### config.mk
export PLATFORM = sky130hd
export DESIGN_NAME = tone_curve_interpolator
export DESIGN_NICKNAME = d
export VERILOG_FILES = /design/src/rtl/tci_pkg.sv /design/src/rtl/tci_seg.sv /design/src/rtl/tci_div.sv /design/src/rtl/tci_smooth.sv /design/src/rtl/tci_blend.sv /design/src/rtl/tone_curve_interpolator.sv
export SDC_FILE = /design/constraint.sdc
export NUM_CORES = 2
export LEC_CHECK = 0
export ABC_CLOCK_PERIOD_IN_PS = 20500
export BUFFER_PORTS_ARGS = -buffer_cell sky130_fd_sc_hd__buf_4
export CORE_MARGIN = 1.5
export CORE_UTILIZATION = 65
export CTS_CLUSTER_DIAMETER = 80
export DETAILED_ROUTE_END_ITERATION = 8
export GPL_TIMING_DRIVEN = 0
export PLACE_DENSITY_LB_ADDON = 0.2
export SLEW_MARGIN = 30
export SYNTH_ARGS = -nofsm -noshare
export SYNTH_HDL_FRONTEND = slang
export SYNTH_SLANG_ARGS = --single-unit
### constraint.sdc
create_clock -name i_clk -period 20.5 [get_ports i_clk]
set_input_delay 4.1 -clock i_clk [delete_from_list [all_inputs] [get_ports i_clk]]
set_output_delay 4.1 -clock i_clk [all_outputs]
set_load 0.03 [all_outputs]
### src/rtl/tci_pkg.sv
// ----------------------------------------------------------------------------
// Tone curve interpolator package
// Shared widths, register map, pipeline payload types and configuration type.
// ----------------------------------------------------------------------------
package tci_pkg;

    localparam int SAMPLE_BITS  = 16;
    localparam int MAX_POINTS   = 6;
    localparam int T_BITS       = 16;
    localparam int CNT_BITS     = 3;
    localparam int PT_IDX_BITS  = $clog2(MAX_POINTS);
    localparam int REG_COUNT    = 2 + MAX_POINTS;
    localparam int REG_IDX_BITS = $clog2(REG_COUNT);
    localparam int ADDR_BITS    = REG_IDX_BITS + 2;
    localparam int APB_BITS     = 32;
    localparam int TDATA_BITS   = ((SAMPLE_BITS + 7) / 8) * 8;

    // Divider: quotient bits resolved in each pipeline stage.
    localparam int DIV_STEPS    = 2;
    localparam int DIV_STAGES   = T_BITS / DIV_STEPS;

    // Segment select, divider, two smoothstep stages, two blend stages.
    localparam int PIPE_DEPTH   = 1 + DIV_STAGES + 2 + 2;
    localparam int INFL_BITS    = $clog2(PIPE_DEPTH + 1);

    // Smoothstep weight constant 3.0 in Q2.T_BITS.
    localparam logic [T_BITS+1:0] SMOOTH_K = (T_BITS + 2)'(3) << T_BITS;

    localparam logic [REG_IDX_BITS-1:0] REG_POINT_COUNT = REG_IDX_BITS'(0);
    localparam logic [REG_IDX_BITS-1:0] REG_SMOOTH_MODE = REG_IDX_BITS'(1);
    localparam logic [REG_IDX_BITS-1:0] REG_POINT_BASE  = REG_IDX_BITS'(2);

    typedef logic [SAMPLE_BITS-1:0] t_sample;
    typedef logic [T_BITS-1:0]      t_frac;

    typedef struct packed {
        t_sample x;
        t_sample y;
    } t_point;

    typedef struct packed {
        logic [CNT_BITS-1:0]         point_count;
        logic                        smooth;
        t_point [MAX_POINTS-1:0]     points;
    } t_cfg;

    // Item inside the divider: partial remainder, divisor, quotient so far.
    typedef struct packed {
        t_sample rem;
        t_sample den;
        t_frac   q;
        t_sample ly;
        t_sample ry;
    } t_div_item;

    typedef struct packed {
        t_frac   t;
        t_sample ly;
        t_sample ry;
    } t_blend_item;

    typedef struct packed {
        t_frac                   t;
        t_sample                 ly;
        logic signed [SAMPLE_BITS:0] diff;
    } t_mul_item;

endpackage

### src/rtl/tci_seg.sv
// ----------------------------------------------------------------------------
// Tone curve segment select
// Finds the curve segment of a sample and forms the divider operands.
// ----------------------------------------------------------------------------
module tci_seg import tci_pkg::*; (
    input  logic      i_clk,
    input  logic      i_rst_n,
    input  t_cfg      i_cfg,
    input  logic      i_valid,
    output logic      o_ready,
    input  t_sample   i_sample,
    output logic      o_valid,
    input  logic      i_ready,
    output t_div_item o_item
);

    logic [CNT_BITS-1:0]    act_n;
    logic [MAX_POINTS-1:0]  gt;
    logic                   found;
    logic [PT_IDX_BITS-1:0] first_idx;
    logic [PT_IDX_BITS-1:0] last_idx;
    t_point                 lp;
    t_point                 rp;
    t_div_item              n_item;
    t_div_item              r_item;
    logic                   r_valid;
    logic                   en;

    always_comb begin
        if (i_cfg.point_count < CNT_BITS'(2)) begin
            act_n = CNT_BITS'(2);
        end else if (i_cfg.point_count > CNT_BITS'(MAX_POINTS)) begin
            act_n = CNT_BITS'(MAX_POINTS);
        end else begin
            act_n = i_cfg.point_count;
        end
        last_idx = PT_IDX_BITS'(act_n - CNT_BITS'(1));
    end

    always_comb begin
        found     = 1'b0;
        first_idx = '0;
        for (int i = 0; i < MAX_POINTS; i++) begin
            gt[i] = (CNT_BITS'(i) < act_n) && (i_cfg.points[i].x > i_sample);
        end
        for (int i = 0; i < MAX_POINTS; i++) begin
            if (!found && gt[i]) begin
                found     = 1'b1;
                first_idx = PT_IDX_BITS'(i);
            end
        end
    end

    // Outside a segment both y values carry the answer and the fraction is zero.
    always_comb begin
        lp = i_cfg.points[PT_IDX_BITS'(first_idx - 1'b1)];
        rp = i_cfg.points[first_idx];
        n_item.q = '0;
        if (found && first_idx == '0) begin
            n_item.rem = '0;
            n_item.den = SAMPLE_BITS'(1);
            n_item.ly  = i_cfg.points[0].y;
            n_item.ry  = i_cfg.points[0].y;
        end else if (!found) begin
            n_item.rem = '0;
            n_item.den = SAMPLE_BITS'(1);
            n_item.ly  = i_cfg.points[last_idx].y;
            n_item.ry  = i_cfg.points[last_idx].y;
        end else begin
            n_item.rem = i_sample - lp.x;
            n_item.den = rp.x - lp.x;
            n_item.ly  = lp.y;
            n_item.ry  = rp.y;
        end
    end

    assign en      = !r_valid || i_ready;
    assign o_ready = en;
    assign o_valid = r_valid;
    assign o_item  = r_item;

    always_ff @(posedge i_clk) begin
        if (!i_rst_n) begin
            r_valid <= 1'b0;
        end else if (en) begin
            r_valid <= i_valid;
        end
    end

    always_ff @(posedge i_clk) begin
        if (en && i_valid) begin
            r_item <= n_item;
        end
    end

endmodule

### src/rtl/tci_div.sv
// ----------------------------------------------------------------------------
// Tone curve fraction divider
// Pipelined restoring divider giving the segment fraction in Q0.16.
// ----------------------------------------------------------------------------
module tci_div import tci_pkg::*; (
    input  logic        i_clk,
    input  logic        i_rst_n,
    input  logic        i_valid,
    output logic        o_ready,
    input  t_div_item   i_item,
    output logic        o_valid,
    input  logic        i_ready,
    output t_blend_item o_item
);

    // The remainder always stays below the divisor, so it fits the sample width.
    function automatic t_div_item div_step(input t_div_item x);
        t_div_item            y;
        logic [SAMPLE_BITS:0] r2;
        y = x;
        for (int j = 0; j < DIV_STEPS; j++) begin
            r2 = {y.rem, 1'b0};
            if (r2 >= {1'b0, y.den}) begin
                r2  = r2 - {1'b0, y.den};
                y.q = {y.q[T_BITS-2:0], 1'b1};
            end else begin
                y.q = {y.q[T_BITS-2:0], 1'b0};
            end
            y.rem = r2[SAMPLE_BITS-1:0];
        end
        return y;
    endfunction

    logic [DIV_STAGES-1:0] r_vld;
    t_div_item             r_item [DIV_STAGES];
    logic [DIV_STAGES:0]   rdy;

    assign rdy[DIV_STAGES] = i_ready;

    for (genvar k = 0; k < DIV_STAGES; k++) begin : g_stage
        logic      in_vld;
        t_div_item in_item;
        logic      en;

        if (k == 0) begin : g_first
            assign in_vld  = i_valid;
            assign in_item = i_item;
        end else begin : g_next
            assign in_vld  = r_vld[k-1];
            assign in_item = r_item[k-1];
        end

        assign en     = !r_vld[k] || rdy[k+1];
        assign rdy[k] = en;

        always_ff @(posedge i_clk) begin
            if (!i_rst_n) begin
                r_vld[k] <= 1'b0;
            end else if (en) begin
                r_vld[k] <= in_vld;
            end
        end

        always_ff @(posedge i_clk) begin
            if (en && in_vld) begin
                r_item[k] <= div_step(in_item);
            end
        end
    end

    assign o_ready   = rdy[0];
    assign o_valid   = r_vld[DIV_STAGES-1];
    assign o_item.t  = r_item[DIV_STAGES-1].q;
    assign o_item.ly = r_item[DIV_STAGES-1].ly;
    assign o_item.ry = r_item[DIV_STAGES-1].ry;

endmodule

### src/rtl/tci_smooth.sv
// ----------------------------------------------------------------------------
// Tone curve smoothstep
// Two multiply stages forming t*t*(3 - 2t), selected in smooth mode.
// ----------------------------------------------------------------------------
module tci_smooth import tci_pkg::*; (
    input  logic        i_clk,
    input  logic        i_rst_n,
    input  logic        i_smooth,
    input  logic        i_valid,
    output logic        o_ready,
    input  t_blend_item i_item,
    output logic        o_valid,
    input  logic        i_ready,
    output t_mul_item   o_item
);

    localparam int SQ_BITS   = 2 * T_BITS;
    localparam int W_BITS    = T_BITS + 2;
    localparam int PROD_BITS = SQ_BITS + W_BITS;

    logic                 r_vld1;
    logic                 r_vld2;
    t_mul_item            r_item1;
    logic [SQ_BITS-1:0]   r_sq;
    t_mul_item            r_item2;
    t_mul_item            n_item2;
    logic [W_BITS-1:0]    weight;
    logic [PROD_BITS-1:0] prod;
    logic                 en1;
    logic                 en2;

    assign en2     = !r_vld2 || i_ready;
    assign en1     = !r_vld1 || en2;
    assign o_ready = en1;
    assign o_valid = r_vld2;
    assign o_item  = r_item2;

    // The smoothstep value stays below one, so it lies in the top fraction bits.
    always_comb begin
        weight    = SMOOTH_K - {1'b0, r_item1.t, 1'b0};
        prod      = PROD_BITS'(r_sq) * PROD_BITS'(weight);
        n_item2   = r_item1;
        if (i_smooth) begin
            n_item2.t = prod[SQ_BITS+T_BITS-1:SQ_BITS];
        end
    end

    always_ff @(posedge i_clk) begin
        if (!i_rst_n) begin
            r_vld1 <= 1'b0;
            r_vld2 <= 1'b0;
        end else begin
            if (en1) begin
                r_vld1 <= i_valid;
            end
            if (en2) begin
                r_vld2 <= r_vld1;
            end
        end
    end

    always_ff @(posedge i_clk) begin
        if (en1 && i_valid) begin
            r_item1.t    <= i_item.t;
            r_item1.ly   <= i_item.ly;
            r_item1.diff <= $signed({1'b0, i_item.ry}) - $signed({1'b0, i_item.ly});
            r_sq         <= SQ_BITS'(i_item.t) * SQ_BITS'(i_item.t);
        end
        if (en2 && r_vld1) begin
            r_item2 <= n_item2;
        end
    end

endmodule

### src/rtl/tci_blend.sv
// ----------------------------------------------------------------------------
// Tone curve blend
// Forms ly + floor((ry - ly) * t / 2^16), equal to the weighted y blend.
// ----------------------------------------------------------------------------
module tci_blend import tci_pkg::*; (
    input  logic      i_clk,
    input  logic      i_rst_n,
    input  logic      i_valid,
    output logic      o_ready,
    input  t_mul_item i_item,
    output logic      o_valid,
    input  logic      i_ready,
    output t_sample   o_height
);

    localparam int PROD_BITS = SAMPLE_BITS + T_BITS + 2;
    localparam int SUM_BITS  = SAMPLE_BITS + 2;

    logic                        r_vld1;
    logic                        r_vld2;
    logic signed [PROD_BITS-1:0] r_prod;
    t_sample                     r_ly;
    t_sample                     r_height;
    logic signed [SUM_BITS-1:0]  sum;
    logic                        en1;
    logic                        en2;

    assign en2      = !r_vld2 || i_ready;
    assign en1      = !r_vld1 || en2;
    assign o_ready  = en1;
    assign o_valid  = r_vld2;
    assign o_height = r_height;

    // The upper slice of the product is the floored quotient by 2^16.
    assign sum = $signed({2'b00, r_ly}) + $signed(r_prod[PROD_BITS-1:T_BITS]);

    always_ff @(posedge i_clk) begin
        if (!i_rst_n) begin
            r_vld1 <= 1'b0;
            r_vld2 <= 1'b0;
        end else begin
            if (en1) begin
                r_vld1 <= i_valid;
            end
            if (en2) begin
                r_vld2 <= r_vld1;
            end
        end
    end

    always_ff @(posedge i_clk) begin
        if (en1 && i_valid) begin
            r_prod <= i_item.diff * $signed({1'b0, i_item.t});
            r_ly   <= i_item.ly;
        end
        if (en2 && r_vld1) begin
            r_height <= sum[SAMPLE_BITS-1:0];
        end
    end

endmodule

### src/rtl/tone_curve_interpolator.sv
// ----------------------------------------------------------------------------
// Tone curve interpolator
// Maps height samples through a piecewise linear or smoothstep tone curve.
// ----------------------------------------------------------------------------
// The block takes one sample request per clock while its output is not
// stalled, and returns one mapped height per sample, in order. In the
// pipeline, one stage selects the curve segment, eight stages of the
// restoring divider each resolve two bits of the Q0.16 segment fraction,
// two stages form the smoothstep product and two stages blend the y
// values, the last of which is the output register. Each
// stage holds its own valid bit and advances when it is empty or when the
// stage after it moves, so bubbles close up and a stalled output does not
// stop new requests until the pipeline is full. Software programs the curve
// through the register port while no request is in flight: point_count at
// byte 0x00, smooth_mode at 0x04 and point_0 to point_5 at 0x08 to 0x1C, with
// x in bits 31:16 and y in bits 15:0. Points must be sorted with distinct x,
// the first x zero and the last x full scale. After reset the curve is the
// identity line.
// ----------------------------------------------------------------------------
module tone_curve_interpolator import tci_pkg::*; (
    input  logic                  i_clk,
    input  logic                  i_rst_n,
    // Register port.
    input  logic                  psel,
    input  logic                  penable,
    input  logic                  pwrite,
    input  logic [ADDR_BITS-1:0]  paddr,
    input  logic [APB_BITS-1:0]   pwdata,
    output logic [APB_BITS-1:0]   prdata,
    output logic                  pready,
    // Sample requests.
    input  logic                  s_axis_tvalid,
    output logic                  s_axis_tready,
    input  logic [TDATA_BITS-1:0] s_axis_tdata,   // [15:0] sample
    // Mapped heights.
    output logic                  m_axis_tvalid,
    input  logic                  m_axis_tready,
    output logic [TDATA_BITS-1:0] m_axis_tdata    // [15:0] height
);

    logic [CNT_BITS-1:0]     r_point_count;
    logic                    r_smooth;
    t_point [MAX_POINTS-1:0] r_points;
    t_cfg                    cfg;

    logic [REG_IDX_BITS-1:0] reg_idx;
    logic [REG_IDX_BITS-1:0] pt_sel;
    logic                    pt_hit;
    logic                    wr_en;

    logic        seg_vld, seg_rdy;
    t_div_item   seg_item;
    logic        div_vld, div_rdy;
    t_blend_item div_item;
    logic        sm_vld, sm_rdy;
    t_mul_item   sm_item;
    t_sample     height;

    logic [INFL_BITS-1:0] r_inflight;
    logic [INFL_BITS-1:0] n_inflight;
    logic                 in_fire;
    logic                 out_fire;

    // ---------------------------------------------------------------- registers
    assign pready  = 1'b1;
    assign wr_en   = psel && penable && pwrite && pready;
    assign reg_idx = paddr[ADDR_BITS-1:2];
    assign pt_sel  = reg_idx - REG_POINT_BASE;
    assign pt_hit  = (reg_idx >= REG_POINT_BASE) && (pt_sel < REG_IDX_BITS'(MAX_POINTS));

    always_ff @(posedge i_clk) begin
        if (!i_rst_n) begin
            r_point_count <= CNT_BITS'(2);
            r_smooth      <= 1'b0;
            // Point 1 starts at full scale, so the reset curve is the identity line.
            for (int i = 0; i < MAX_POINTS; i++) begin
                r_points[i] <= (i == 1) ? '1 : '0;
            end
        end else if (wr_en) begin
            priority if (reg_idx == REG_POINT_COUNT) begin
                r_point_count <= pwdata[CNT_BITS-1:0];
            end else if (reg_idx == REG_SMOOTH_MODE) begin
                r_smooth <= pwdata[0];
            end else if (pt_hit) begin
                r_points[pt_sel[PT_IDX_BITS-1:0]] <= pwdata[2*SAMPLE_BITS-1:0];
            end else begin
                r_smooth <= r_smooth;
            end
        end
    end

    always_comb begin
        priority if (reg_idx == REG_POINT_COUNT) begin
            prdata = APB_BITS'(r_point_count);
        end else if (reg_idx == REG_SMOOTH_MODE) begin
            prdata = APB_BITS'(r_smooth);
        end else if (pt_hit) begin
            prdata = APB_BITS'(r_points[pt_sel[PT_IDX_BITS-1:0]]);
        end else begin
            prdata = '0;
        end
    end

    assign cfg.point_count = r_point_count;
    assign cfg.smooth      = r_smooth;
    assign cfg.points      = r_points;

    // ----------------------------------------------------------------- pipeline
    tci_seg u_seg (
        .i_clk    (i_clk),
        .i_rst_n  (i_rst_n),
        .i_cfg    (cfg),
        .i_valid  (s_axis_tvalid),
        .o_ready  (s_axis_tready),
        .i_sample (s_axis_tdata[SAMPLE_BITS-1:0]),
        .o_valid  (seg_vld),
        .i_ready  (seg_rdy),
        .o_item   (seg_item)
    );

    tci_div u_div (
        .i_clk   (i_clk),
        .i_rst_n (i_rst_n),
        .i_valid (seg_vld),
        .o_ready (seg_rdy),
        .i_item  (seg_item),
        .o_valid (div_vld),
        .i_ready (div_rdy),
        .o_item  (div_item)
    );

    tci_smooth u_smooth (
        .i_clk    (i_clk),
        .i_rst_n  (i_rst_n),
        .i_smooth (r_smooth),
        .i_valid  (div_vld),
        .o_ready  (div_rdy),
        .i_item   (div_item),
        .o_valid  (sm_vld),
        .i_ready  (sm_rdy),
        .o_item   (sm_item)
    );

    tci_blend u_blend (
        .i_clk    (i_clk),
        .i_rst_n  (i_rst_n),
        .i_valid  (sm_vld),
        .o_ready  (sm_rdy),
        .i_item   (sm_item),
        .o_valid  (m_axis_tvalid),
        .i_ready  (m_axis_tready),
        .o_height (height)
    );

    assign m_axis_tdata = TDATA_BITS'(height);

    // Requests in flight, kept for the checks below.
    assign in_fire  = s_axis_tvalid && s_axis_tready;
    assign out_fire = m_axis_tvalid && m_axis_tready;

    always_comb begin
        n_inflight = r_inflight;
        if (in_fire && !out_fire) begin
            n_inflight = r_inflight + INFL_BITS'(1);
        end else if (out_fire && !in_fire) begin
            n_inflight = r_inflight - INFL_BITS'(1);
        end
    end

    always_ff @(posedge i_clk) begin
        if (!i_rst_n) begin
            r_inflight <= '0;
        end else begin
            r_inflight <= n_inflight;
        end
    end

    // --------------------------------------------------------------- assertions
    // An empty output stage means every stage can move, so the input is ready.
    a_ready_when_drained: assert property (@(posedge i_clk) disable iff (!i_rst_n)
        !m_axis_tvalid |-> s_axis_tready)
        else $error("input stalled while the output stage is empty");

    // The pipeline never holds more requests than it has stages.
    a_depth_bound: assert property (@(posedge i_clk) disable iff (!i_rst_n)
        r_inflight <= INFL_BITS'(PIPE_DEPTH))
        else $error("more requests in flight than pipeline stages");

    // A result is only shown for a request that was accepted earlier.
    a_no_phantom: assert property (@(posedge i_clk) disable iff (!i_rst_n)
        m_axis_tvalid |-> (r_inflight != '0))
        else $error("result shown with no request in flight");

    // A full pipeline with a stalled output takes no new request.
    a_full_stall: assert property (@(posedge i_clk) disable iff (!i_rst_n)
        (r_inflight == INFL_BITS'(PIPE_DEPTH)) && !m_axis_tready |-> !s_axis_tready)
        else $error("request taken while the pipeline is full and stalled");

endmodule

==> run summary <==
Post-layout min period - 12.86 ns
Resize count post-CTS - 0
Later-pin clock latency in the skew report - 0.78 ns
Leak - 43.0 nW
Detailed-router iteration count before antenna repair - 8
Synth warn - 0
Final #Nets - 10,700
CP required - 20.96 ns
Worst slew pin tran - 1.10 ns
Sequential power share - 0.395
Final Hold Vio Count - 0
Detailed router's first-iteration violation count - 5,825
Gr usage total - 0.367
Buffers on Ports - 104
Most common cell in the netlist - inv_1
PD cells - 61.5 nW/um^2
Worst path slowest cell - clkbuf_1
MaxCap Viol Count - 0
Setup TNS - 0 ns
Via/cell ratio - 6.08
Synth cell count leaders - inv_1, nand2_1, fa_1
CTS Sinks - 1,001
H-tree depth - 3
Kind of end point of the critical path - flop
Remaining Overflow, GRT - 0
Die ar. - 140,000 sq um
# hold bufs at CTS - 0
Fin area - 96,700 sq um
Net Switching - 1.87 mW
RSZ-0062 raised after global routing - false
Hold Crit Class - flop to flop
Filler instances - 9,904
Worst EP arrival - 13.32 ns
Multi-input logic area - 54,800 sq um
Die height - 374 microns
Die X-Extent - 374 microns
VDD IR max - 0.0861 mV
Setup Skew - 0.0870 ns
Sw Share - 0.314
Area Growth Syn to Fin - 8.34%
# DRC - 0
Dpl cells - 10,700
Top-area cell type share of the netlist area - 0.266
P_int - 4.08 mW
Post-synth top area cell - edfxtp_1
CTS clk-pin slew, worst paths - 0.06 ns
Layout cell share with drive strength beyond 1 - 0.0737
Worst setup path category - input port to flop
# setup viols final - 0
Worst Setup SP - s_axis_tdata[9]
# rows - 135
Ys flop type - edfxtp_1
Initial antenna violation count - 11
Async SR Flop Fraction - 0
Via count - 66,300
DR WL/cell - 23.1 microns
Share of total power in combinational logic - 0.283
Worst hold start - u_div.r_item[0][0]$_DFFE_PP_
I/O Pins - 111
Bufs on Longest Clock Path - 3
Average size of a mapped cell - 10.2 sq um
Placed Instance Area - 93,200 sq um
Post-CTS Setup Inserts - 0
Fmax achieved - 0.0777 GHz
Cell Area, Synth - 89,300 sq um
Number of synthesized flops with an enable pin - 792
First-pass GRT wire length - 394,000 microns
Syn Inst Count - 8,782
Critical path startpoint category - input port
Status - complete, no violations
Synth area leaders - edfxtp_1, fa_1, ha_1, inv_1, nand2_1
Root Driver - clkbuf_16
Synth Net Count - 10,400
Initial Util - 0.657
Final Non-Filler Cells - 10,900
Num CTS Buffers - 106
Register bit total from synthesis - 1,001
Core Area - 136,000 sq um
TritonCTS clock tree - done
Slew Viols, Final - 0
Post-route ant nets - 0
Crit-path max FO - 10
Fin crit share - 0.628
Fin util - 0.712
Netlist cell types - 101
Clk pwr share - 0.322
RePlAce Congestion - 0.969
Largest net degree at the start of global routing - 28
HPWL Detailed - 198,000 microns
Storage cell area - 28,000 sq um
Worst relative slew slack - 0.264
Crit path largest cell delay - 0.79 ns
Sequential fraction of the synthesis area - 0.313
Worst reg2reg path startpoint - u_smooth.r_sq[0]$_DFFE_PP_
Vias in the first global route - 69,400
Total Wirelength - 252,000 microns
## power by group through the flow
stage | Clock (mW) | Sequential, mW | Combinational (mW)
after floorplan | 0 | 2.38 | 1.25
after global placement | 0 | 2.39 | 1.60
after detailed placement | 0 | 2.39 | 1.65
after CTS | 1.93 | 2.35 | 1.66
after global routing | 2.01 | 2.36 | 1.83
final | 1.91 | 2.35 | 1.68
## final timing paths
check	to	slack (ns)	cells after the start
setup / recovery	u_seg.o_item[78]$_SDFFCE_PP0P_	7.64	32
setup reg to reg	u_smooth.o_item[45]$_DFFE_PP_	10.41	28
hold reg to reg	u_div.r_item[0][80]$_DFFE_PP_	0.36	0
hold / removal	u_div.r_item[0][80]$_DFFE_PP_	0.36	0
## routing by layer
metal / global-route usage / wire [microns] / part of all wire / vias up
met3: 0.0620 / 20400 / 0.081 / 740
met1: 0.466 / 97700 / 0.39 / 32800
met4: 0.164 / 12300 / 0.049 / 8
met2: 0.619 / 121000 / 0.48 / 2935
li1: - / - / - / 29800
met5: 0 / 61 / 0.00024 / -
## critical path: cells and delay by family
family,cells,cell delay [ns]
buf+inv,10,3.35
mux,2,0.61
fa+ha+maj,4,1.38
compound gates,12,3.29
simple gates,4,0.57
## cells by family after synthesis
logic type / count (synthesis) / synth area share
other cells: 1 / 0.0000420
fa+ha+maj: 1603 / 0.298
xor+xnor: 310 / 0.0307
mux: 418 / 0.0605
buf+inv: 1721 / 0.0741
flops: 1001 / 0.313
simple gates: 2424 / 0.125
compound gates: 1304 / 0.0980
## layout make-up
cell class / count / area share
inverters: 1391 / 0.0540
multi-input cells: 6060 / 0.567
well taps: 1781 / 0.0230
diodes: 6 / 0.000155
clock buffers: 123 / 0.0281
repair buffers: 141 / 0.0165
flip-flops and latches: 1001 / 0.289
clock inverters: 76 / 0.00784
plain buffers: 330 / 0.0144
## registers in the layout, indices dropped and copies added (netlist names)
name,cells
u_div.g_stage.in_vld,7
u_div.r_item,552
u_blend.o_valid,1
r_smooth,1
u_seg.o_item,64
u_smooth.o_item,49
u_blend.o_height,16
u_smooth.r_sq,31
cfg,192
u_smooth.o_valid,1
u_smooth.r_vld1,1
r_point_count,3
u_div.o_valid,1
u_smooth.r_item1,15
u_blend.r_prod,16
u_smooth.n_item2,33
u_blend.r_vld1,1
u_seg.o_valid,1
u_blend.r_ly,16
## cell usage in the layout (no fill, tap or decap), types with 37 or more instances in the layout
cell / instances
edfxtp_1: 792
xnor2_1: 190
dfxtp_1: 209
and2_1: 383
mux2i_1: 135
a21oi_1: 299
o21bai_1: 41
a21o_1: 121
a22oi_1: 46
nand2_1: 1155
a211oi_1: 60
and3_1: 37
buf_4: 114
ha_1: 732
xor2_1: 117
nand4_1: 62
fa_1: 871
nand3_1: 98
nor3_1: 100
mux4_2: 71
inv_1: 1388
o21ai_0: 189
a21boi_0: 189
mux2_2: 166
nor2b_1: 72
nor2_1: 367
clkbuf_16: 106
o21a_1: 46
clkbuf_1: 288
## stage by stage
step,hold slack (ns),setup slack [ns],total power [mW]
CTS,0.347,7.91,5.95
floorplan,0.400,9.47,3.63
detailed placement,0.405,7.08,4.04
global placement,0.400,6.48,3.99
global route,0.353,7.32,6.19
finish,0.359,7.64,5.95
Power figures use the tool's default switching activity.
